`config.mk`:
```
export PLATFORM = sky130hd
export DESIGN_NAME = call_state_controller
export DESIGN_NICKNAME = d
export VERILOG_FILES = /design/src/rtl/csc_pkg.sv /design/src/rtl/csc_csr.sv /design/src/rtl/csc_engine.sv /design/src/rtl/csc_rsp_reg.sv /design/src/rtl/call_state_controller.sv
export SDC_FILE = /design/constraint.sdc
export NUM_CORES = 1
export LEC_CHECK = 0
export BUFFER_PORTS_ARGS = -buffer_cell sky130_fd_sc_hd__buf_2
export CAP_MARGIN = 20
export CORE_ASPECT_RATIO = 1.2
export CORE_MARGIN = 10
export CORE_UTILIZATION = 50
export DETAILED_ROUTE_END_ITERATION = 10
export PLACE_DENSITY_LB_ADDON = 0.2
export SETUP_SLACK_MARGIN = 0.4
export SYNTH_ARGS = -nofsm -noshare
export SYNTH_HDL_FRONTEND = slang
export SYNTH_SLANG_ARGS = --single-unit
```
`constraint.sdc`:
```
create_clock -name clock -period 14.3 [get_ports clock]
set_clock_uncertainty 0.15 [all_clocks]
set_input_delay 1.43 -clock clock [delete_from_list [all_inputs] [get_ports clock]]
set_output_delay 1.43 -clock clock [all_outputs]
set_load 0.005 [all_outputs]
```
`src/rtl/csc_pkg.sv`:
```
package csc_pkg;

   // request kinds
   localparam logic [1:0] KIND_TRANSITION = 2'd0;
   localparam logic [1:0] KIND_RESET      = 2'd1;
   localparam logic [1:0] KIND_TICK       = 2'd2;

   // result event codes
   localparam logic [1:0] EV_TAKEN    = 2'd0;
   localparam logic [1:0] EV_REJECTED = 2'd1;
   localparam logic [1:0] EV_RESET    = 2'd2;
   localparam logic [1:0] EV_TIMEOUT  = 2'd3;

   // call state codes
   localparam logic [3:0] ST_IDLE          = 4'd0;
   localparam logic [3:0] ST_OUTGOING      = 4'd1;
   localparam logic [3:0] ST_RINGING       = 4'd2;
   localparam logic [3:0] ST_INCOMING      = 4'd3;
   localparam logic [3:0] ST_CONNECTING    = 4'd4;
   localparam logic [3:0] ST_ACTIVE        = 4'd5;
   localparam logic [3:0] ST_HELD          = 4'd6;
   localparam logic [3:0] ST_DISCONNECTING = 4'd7;
   localparam logic [3:0] ST_FAILED        = 4'd8;

   localparam logic [9:0]  STATUS_MAX      = 10'd999;
   localparam logic [15:0] TIMEOUT_RESET   = 16'd30000;
   localparam logic [15:0] ELAPSED_MAX     = 16'hFFFF;

   // csr map
   localparam int          CSR_ADDR_W      = 3;
   localparam int          CSR_DATA_W      = 32;
   localparam logic [0:0]  REG_TIMEOUT_MS  = 1'b0;

   typedef struct packed {
      logic [1:0] kind;
      logic [3:0] target_state;
      logic [9:0] status_in;
   } req_type;

   typedef struct packed {
      logic [1:0] event_res;
      logic [3:0] prior_state;
      logic [3:0] current_state;
      logic [3:0] asked_state;
      logic [9:0] status_out;
   } rsp_type;

   // result handed from the engine to the output register
   typedef struct packed {
      logic    valid;
      rsp_type data;
   } result_type;

   // allowed moves: bit t of the row for state f is set when f -> t is legal
   function automatic logic [8:0] allowed_moves(input logic [3:0] from_state);
      logic [8:0] row;
      row = 9'h000;
      unique case (from_state)
         ST_IDLE:          row = 9'h00A;
         ST_OUTGOING:      row = 9'h194;
         ST_RINGING:       row = 9'h1B0;
         ST_INCOMING:      row = 9'h1B1;
         ST_CONNECTING:    row = 9'h120;
         ST_ACTIVE:        row = 9'h1C0;
         ST_HELD:          row = 9'h0A0;
         ST_DISCONNECTING: row = 9'h101;
         ST_FAILED:        row = 9'h001;
         default:          row = 9'h000;
      endcase
      return row;
   endfunction

endpackage

```
`src/rtl/csc_csr.sv`:
```
module csc_csr (
   input  logic                            clock,
   input  logic                            reset,
   input  logic                            csr_psel,
   input  logic                            csr_penable,
   input  logic                            csr_pwrite,
   input  logic [csc_pkg::CSR_ADDR_W-1:0]  csr_paddr,
   input  logic [csc_pkg::CSR_DATA_W-1:0]  csr_pwdata,
   output logic [csc_pkg::CSR_DATA_W-1:0]  csr_prdata,
   output logic                            csr_pready,
   output logic [15:0]                     timeout_ms
);
   import csc_pkg::*;

   logic [15:0] timeout_ms_ff;
   logic [15:0] timeout_ms_in;
   logic        sel_timeout;
   logic        wr_en;

   // word index of the register
   assign sel_timeout = (csr_paddr[CSR_ADDR_W-1:2] == REG_TIMEOUT_MS);
   assign wr_en       = csr_psel && csr_penable && csr_pwrite && csr_pready;

   assign timeout_ms_in = (wr_en && sel_timeout) ? csr_pwdata[15:0] : timeout_ms_ff;

   always_ff @(posedge clock) begin
      if (reset) begin
         timeout_ms_ff <= TIMEOUT_RESET;
      end else begin
         timeout_ms_ff <= timeout_ms_in;
      end
   end

   assign csr_pready = 1'b1;
   assign csr_prdata = sel_timeout ? {{(CSR_DATA_W-16){1'b0}}, timeout_ms_ff}
                                   : '0;
   assign timeout_ms = timeout_ms_ff;

endmodule

```
`src/rtl/csc_engine.sv`:
```
module csc_engine (
   input  logic                clock,
   input  logic                reset,
   input  logic                req_valid,
   output logic                req_stall,
   input  csc_pkg::req_type    req_data,
   input  logic [15:0]         timeout_ms,
   input  logic                out_free,
   output csc_pkg::result_type result
);
   import csc_pkg::*;

   // input register
   logic        in_valid_ff, in_valid_in;
   req_type     in_req_ff, in_req_in;

   // call state
   logic [3:0]  call_state_ff, call_state_in;
   logic [9:0]  stored_status_ff, stored_status_in;
   logic        timer_armed_ff, timer_armed_in;
   logic [15:0] elapsed_ms_ff, elapsed_ms_in;

   logic        advance;
   logic [8:0]  move_row;
   logic        move_ok;
   logic [15:0] elapsed_inc;
   logic [3:0]  fallback;
   logic [9:0]  status_sat;

   assign advance   = in_valid_ff && out_free;
   assign req_stall = in_valid_ff && !out_free;

   assign in_valid_in = req_stall ? 1'b1 : req_valid;
   assign in_req_in   = req_stall ? in_req_ff : req_data;

   assign move_row    = allowed_moves(call_state_ff);
   assign move_ok     = (in_req_ff.target_state <= ST_FAILED) &&
                        move_row[in_req_ff.target_state[3:0] & 4'hF];
   assign elapsed_inc = (elapsed_ms_ff != ELAPSED_MAX) ? elapsed_ms_ff + 16'd1
                                                       : elapsed_ms_ff;
   assign fallback    = (call_state_ff == ST_DISCONNECTING) ? ST_IDLE : ST_FAILED;
   assign status_sat  = (in_req_ff.status_in > STATUS_MAX) ? STATUS_MAX
                                                           : in_req_ff.status_in;

   always_comb begin
      call_state_in    = call_state_ff;
      stored_status_in = stored_status_ff;
      timer_armed_in   = timer_armed_ff;
      elapsed_ms_in    = elapsed_ms_ff;
      result.valid              = 1'b0;
      result.data.event_res     = EV_REJECTED;
      result.data.prior_state   = call_state_ff;
      result.data.current_state = call_state_ff;
      result.data.asked_state   = in_req_ff.target_state;
      result.data.status_out    = stored_status_ff;
      if (advance) begin
         unique case (in_req_ff.kind)
            KIND_TRANSITION: begin
               result.valid = 1'b1;
               if (move_ok) begin
                  call_state_in    = in_req_ff.target_state;
                  stored_status_in = status_sat;
                  timer_armed_in   = (in_req_ff.target_state == ST_OUTGOING) ||
                                     (in_req_ff.target_state == ST_DISCONNECTING);
                  elapsed_ms_in    = '0;
                  result.data.event_res     = EV_TAKEN;
                  result.data.current_state = in_req_ff.target_state;
                  result.data.status_out    = status_sat;
               end
            end
            KIND_RESET: begin
               call_state_in    = ST_IDLE;
               stored_status_in = '0;
               timer_armed_in   = 1'b0;
               elapsed_ms_in    = '0;
               result.valid              = 1'b1;
               result.data.event_res     = EV_RESET;
               result.data.current_state = ST_IDLE;
               result.data.asked_state   = ST_IDLE;
               result.data.status_out    = '0;
            end
            KIND_TICK: begin
               if (timer_armed_ff) begin
                  if (elapsed_inc >= timeout_ms) begin
                     call_state_in    = fallback;
                     stored_status_in = '0;
                     timer_armed_in   = 1'b0;
                     elapsed_ms_in    = '0;
                     result.valid              = 1'b1;
                     result.data.event_res     = EV_TIMEOUT;
                     result.data.current_state = fallback;
                     result.data.asked_state   = fallback;
                     result.data.status_out    = '0;
                  end else begin
                     elapsed_ms_in = elapsed_inc;
                  end
               end
            end
            default: begin
               // unused kind: dropped
            end
         endcase
      end
   end

   always_ff @(posedge clock) begin
      if (reset) begin
         in_valid_ff      <= 1'b0;
         call_state_ff    <= ST_IDLE;
         stored_status_ff <= '0;
         timer_armed_ff   <= 1'b0;
         elapsed_ms_ff    <= '0;
      end else begin
         in_valid_ff      <= in_valid_in;
         call_state_ff    <= call_state_in;
         stored_status_ff <= stored_status_in;
         timer_armed_ff   <= timer_armed_in;
         elapsed_ms_ff    <= elapsed_ms_in;
      end
   end

   always_ff @(posedge clock) begin
      in_req_ff <= in_req_in;
   end

endmodule

```
`src/rtl/csc_rsp_reg.sv`:
```
module csc_rsp_reg (
   input  logic                clock,
   input  logic                reset,
   input  csc_pkg::result_type result,
   output logic                out_free,
   output logic                rsp_valid,
   input  logic                rsp_stall,
   output csc_pkg::rsp_type    rsp_data
);
   import csc_pkg::*;

   logic    rsp_valid_ff, rsp_valid_in;
   rsp_type rsp_data_ff, rsp_data_in;
   logic    load;

   assign out_free = !rsp_valid_ff || !rsp_stall;
   assign load     = result.valid && out_free;

   assign rsp_valid_in = load ? 1'b1 : (rsp_valid_ff && rsp_stall);
   assign rsp_data_in  = load ? result.data : rsp_data_ff;

   always_ff @(posedge clock) begin
      if (reset) begin
         rsp_valid_ff <= 1'b0;
      end else begin
         rsp_valid_ff <= rsp_valid_in;
      end
   end

   always_ff @(posedge clock) begin
      rsp_data_ff <= rsp_data_in;
   end

   assign rsp_valid = rsp_valid_ff;
   assign rsp_data  = rsp_data_ff;

endmodule

```
`src/rtl/call_state_controller.sv`:
```
// call state controller
//
// request channel (req_valid / req_stall / req_data): one request per cycle while req_stall is low,
// kind selects a state transition, a reset to idle or a one millisecond tick
// result channel (rsp_valid / rsp_stall / rsp_data): zero or one result per
// request, in request order; ticks that do not expire the timer give none
// csr port: one register, timeout_ms at byte address 0, written in the
// access phase (psel, penable and pwrite high), pready tied high
//
// path: an accepted request lands in the input register, is evaluated
// against the transition table and the timer, and its result is loaded
// into the result register and shown on rsp_*
// throughput: one request per cycle while rsp_stall does not hold the
// result register; the single evaluation stage updates the call state
//
// reset: state idle, status 0, timer stopped, timeout_ms back to 30000,
// both pipeline registers empty
// receiver stall: the result register holds; the evaluation stage waits, and
// the input register keeps its request, so req_stall rises in the same cycle
module call_state_controller (
   input  logic                            clock,
   input  logic                            reset,
   // request channel
   input  logic                            req_valid,
   output logic                            req_stall,
   input  csc_pkg::req_type                req_data,
   // result channel
   output logic                            rsp_valid,
   input  logic                            rsp_stall,
   output csc_pkg::rsp_type                rsp_data,
   // configuration
   input  logic                            csr_psel,
   input  logic                            csr_penable,
   input  logic                            csr_pwrite,
   input  logic [csc_pkg::CSR_ADDR_W-1:0]  csr_paddr,
   input  logic [csc_pkg::CSR_DATA_W-1:0]  csr_pwdata,
   output logic [csc_pkg::CSR_DATA_W-1:0]  csr_prdata,
   output logic                            csr_pready
);
   import csc_pkg::*;

   logic        [15:0] timeout_ms;
   logic               out_free;
   result_type         result;

   // timeout register
   csc_csr u_csr (
      .clock       (clock),
      .reset       (reset),
      .csr_psel    (csr_psel),
      .csr_penable (csr_penable),
      .csr_pwrite  (csr_pwrite),
      .csr_paddr   (csr_paddr),
      .csr_pwdata  (csr_pwdata),
      .csr_prdata  (csr_prdata),
      .csr_pready  (csr_pready),
      .timeout_ms  (timeout_ms)
   );

   // input register, transition check and timer
   csc_engine u_engine (
      .clock      (clock),
      .reset      (reset),
      .req_valid  (req_valid),
      .req_stall  (req_stall),
      .req_data   (req_data),
      .timeout_ms (timeout_ms),
      .out_free   (out_free),
      .result     (result)
   );

   // result register
   csc_rsp_reg u_rsp_reg (
      .clock     (clock),
      .reset     (reset),
      .result    (result),
      .out_free  (out_free),
      .rsp_valid (rsp_valid),
      .rsp_stall (rsp_stall),
      .rsp_data  (rsp_data)
   );

endmodule

```
==> flow_summary.ini <==
[routing]
dr.pass1.iters = 4
drc = 0
vias_per_cell = 5.467
drt_iter0_markers = 214
drt-total-wl_um = 11270
ant_nets = 0
wl_per_cell_um = 15.66
vias = 3936

[synthesis]
synth_edf_count = 40
synth_top_family_by_area = simple AND/OR/NAND/NOR gates
synthXorXnorAreaFrac = 0.02271
synth-main-ff-cell = dfxtp_1
synthMuxAreaShare = 0.02645
netlist_area_um2 = 5014
synth_cell_type_count = 70
synthAdderAreaFrac = 0.06239
synth-compound-area-share = 0.1582
syn-instance-count = 518
ys_seq_elements = 97
synth_warnings = 0
ys_seq_area_frac = 0.4672
async_flop_share = 0
synth-simple-area-share = 0.1937
syn-mean-instance-area_um2 = 9.679

[final_layout]
drive_above_1_share = 0.2121
area_growth_pct = 14.30
multi_input_area_um2 = 2391
final_nets = 672
nFillCells = 929
diodes = 0
utilization = 0.5783
ff_latch_area_um2 = 2342

[sta]
finalCritPeriodShare = 0.3508
hold_ws_ns = 0.3098
finalHoldViolations = 0
tns_ns = 0
fin_crit_ns = 5.016
max_freq_mhz = 199.4
drv_slew = 0
worst_slew_pin_slew_ns = 1.070
slew-limit-headroom = 0.2868
rsz0062_at_grt = no
setup_violations = 0

[pwr]
p_seq_frac = 0.520
p_int_mw = 0.4311
switchingPower_mw = 0.1405
powerDensity_nw_per_um2 = 99.73
clkPwrFrac = 0.414
switching_share = 0.2458
ir_drop_mv = 0.06067
pwr-share-comb = 0.066
p_leak_nw = 2.393

[setup_path]
ff2ff_setup_slack_ns = 9.28
cp-end-kind = flip-flop
reg2regPathDepth = 17
cp-start-kind = flip-flop
timing.rr.end = u_engine.move_row[0]$_DFF_P_
arrival_ns = 5.15
r2r-start = u_engine.elapsed_ms_ff[2]$_SDFFE_PP0P_
path_cells = and4_1, nand4_2, nor3b_1, nand3_1, mux2_2, ha_1, nand4_1, or3_1, a311oi_2, o31ai_2, buf_4, or2_4, a21oi_2, or2_1, ha_1, nor2b_1, mux2_2
crit_type = reg -> reg
critPathMaxFanout = 12
cpLargestDelayFamily = simple AND/OR/NAND/NOR gates
cp.buffers_inverters = 1
slowest_delay_ns = 0.52
required_ns = 14.44
crit_slowest_cell = nor3b_1

[clock_network]
cts.sinks = 97
clockBufferDepth = 2
cts_resized = 0
htreeDepth = 3
postCtsSetupRepairBufs = 0
cts_tree = yes
cts-root-buf = clkbuf_16
holdBufCountCts = 0
path_clk_slew_ns = 0.07
cts_buffers = 9
clock_latency_ns = 0.35

[job]
drv_cap = 0

[min_path]
hp-class = reg -> reg
whs_path_depth = 2
min_from = u_csr.timeout_ms[9]$_SDFFE_PP0P_
holdPathEnd = u_csr.timeout_ms[9]$_SDFFE_PP0P_

[global_route]
grt_max_degree = 54
grt_pass1_wl_um = 18310
antenna_found_initial = 0
overflow = 0
grt_pass1_vias = 3837
grt_usage = 0.1537

[die]
rows = 40
fp.dieH_um = 129.7
dieArea_um2 = 14450
io_pins = 117
die_x_um = 111.4
start_util = 0.5059
core_um2 = 9910

[placement]
gp_congestion = 0.8616
hpwlAfterDp_um = 8553
io_buffer_count = 81

[outcome]
status = finished clean
-- cells by family after synthesis --
family | after synthesis
AOI/OAI and AO/OA | 119
xor gates and xnor gates | 13
adders and majority gates | 25
buffers and inverters | 68
DFF | 97
muxes | 10
other | 2
and+or+nand+nor | 184
-- placed cells by master (no fill, tap or decap), types with 17 or more instances in the layout --
master    synthesis  routed
a21oi_1          39      38
buf_2             5      81
conb_1            2      17
dfxtp_1          57      57
edfxtp_1         40      40
ha_1             25      25
inv_1            29      29
nand2_1          42      42
nor2_1           56      56
o21ai_0          22      22
-- through the flow --
stage	power, mW	area, um^2	instances	worst slack (ns)
2_1_floorplan	0.3299	5070	533	9.435
3_3_place_gp	0.3396	5420	703	9.407
3_5_place_dp	0.3412	5435	704	9.383
4_1_cts	0.5765	5731	720	9.340
5_1_grt	0.5944	5731	720	9.000
6_report	0.5715	5731	720	9.284
-- layer usage --
| metal | vias to the layer above | share of wire | GRT usage | wire length, um |
|---|---|---|---|---|
| li1 | 1958 | - | - | - |
| met4 | 0 | 0.021 | 0.06662 | 239 |
| met2 | 134 | 0.51 | 0.2658 | 5728 |
| met3 | 18 | 0.064 | 0.04959 | 724 |
| met1 | 1826 | 0.41 | 0.1708 | 4582 |
| met5 | - | 0 | 0 | 0 |
-- worst max path at each step --
stage / from / to / slack (ns) / depth (start not counted)
after CTS: u_engine.elapsed_ms_ff[2]$_SDFFE_PP0P_ / u_engine.move_row[7]$_SDFF_PP0_ / 9.34 / 17
after global routing: u_engine.elapsed_ms_ff[2]$_SDFFE_PP0P_ / u_engine.move_row[0]$_DFF_P_ / 9.00 / 17
after global placement: u_engine.elapsed_ms_ff[2]$_SDFFE_PP0P_ / u_rsp_reg.rsp_data[10]$_DFFE_PP_ / 9.41 / 13
final: u_engine.elapsed_ms_ff[2]$_SDFFE_PP0P_ / u_engine.move_row[0]$_DFF_P_ / 9.28 / 17
after detailed placement: u_engine.elapsed_ms_ff[2]$_SDFFE_PP0P_ / u_engine.move_row[0]$_DFF_P_ / 9.38 / 17
after floorplan: u_engine.elapsed_ms_ff[2]$_SDFFE_PP0P_ / u_rsp_reg.rsp_data[0]$_DFFE_PP_ / 9.44 / 13
-- cell usage after synthesis, types with 5 or more instances --
| library cell | count | area, um^2 |
|---|---|---|
| buf_2 | 5 | 25.02 |
| nand3_1 | 9 | 45.04 |
| clkbuf_1 | 14 | 52.55 |
| xnor2_1 | 8 | 70.07 |
| a211o_1 | 7 | 61.31 |
| dfxtp_1 | 57 | 1141 |
| a22o_1 | 6 | 52.55 |
| edfxtp_1 | 40 | 1201 |
| inv_1 | 29 | 108.9 |
| a22oi_1 | 10 | 75.07 |
| buf_4 | 17 | 127.6 |
| nand2b_1 | 7 | 43.79 |
| ha_1 | 25 | 312.8 |
| nor2_1 | 56 | 210.2 |
| nand2_1 | 42 | 157.7 |
| o21ai_0 | 22 | 110.1 |
| or3_1 | 8 | 50.05 |
| a21oi_1 | 39 | 195.2 |
| and3_1 | 5 | 31.28 |
| xor2_1 | 5 | 43.79 |
| nor2b_1 | 10 | 62.56 |
| nand4_1 | 7 | 43.79 |
| nor3_1 | 7 | 35.03 |
-- cell type report --
type	count	share of cell area
Sequential cell	97	0.4087
Clock inverter	7	0.01223
Multi-Input combinational cell	368	0.4172
Clock buffer	9	0.03930
Inverter	29	0.01900
Tap cell	126	0.02751
Timing Repair Buffer	84	0.07598
-- state kept, by name, indices dropped and copies added, names as in the netlist --
signal and count:
u_csr.timeout_ms 16, u_engine.elapsed_ms_ff 16, u_engine.call_state_ff 4, u_engine.stored_status_ff 10, u_engine.timer_armed_ff 1, u_engine.in_req_ff 16
u_rsp_reg.rsp_data 24, u_engine.in_valid_ff 1, u_rsp_reg.rsp_valid 1, u_engine.move_row 8
-- tightest hold or removal path: stages (launching register included) --
cell	delay (ns)
dfxtp_1	0.31
nand2_1	0.05
a21oi_1	0.05
-- power groups by stage --
stage / Sequential (mW) / Clock (mW) / Combinational (mW)
finish: 0.297 / 0.237 / 0.0379
global route: 0.298 / 0.254 / 0.0426
CTS: 0.297 / 0.241 / 0.0381
detailed placement: 0.303 / 0 / 0.0378
global placement: 0.303 / 0 / 0.0366
floorplan: 0.302 / 0 / 0.0277
No activity file was read; power rests on OpenSTA's default activity.
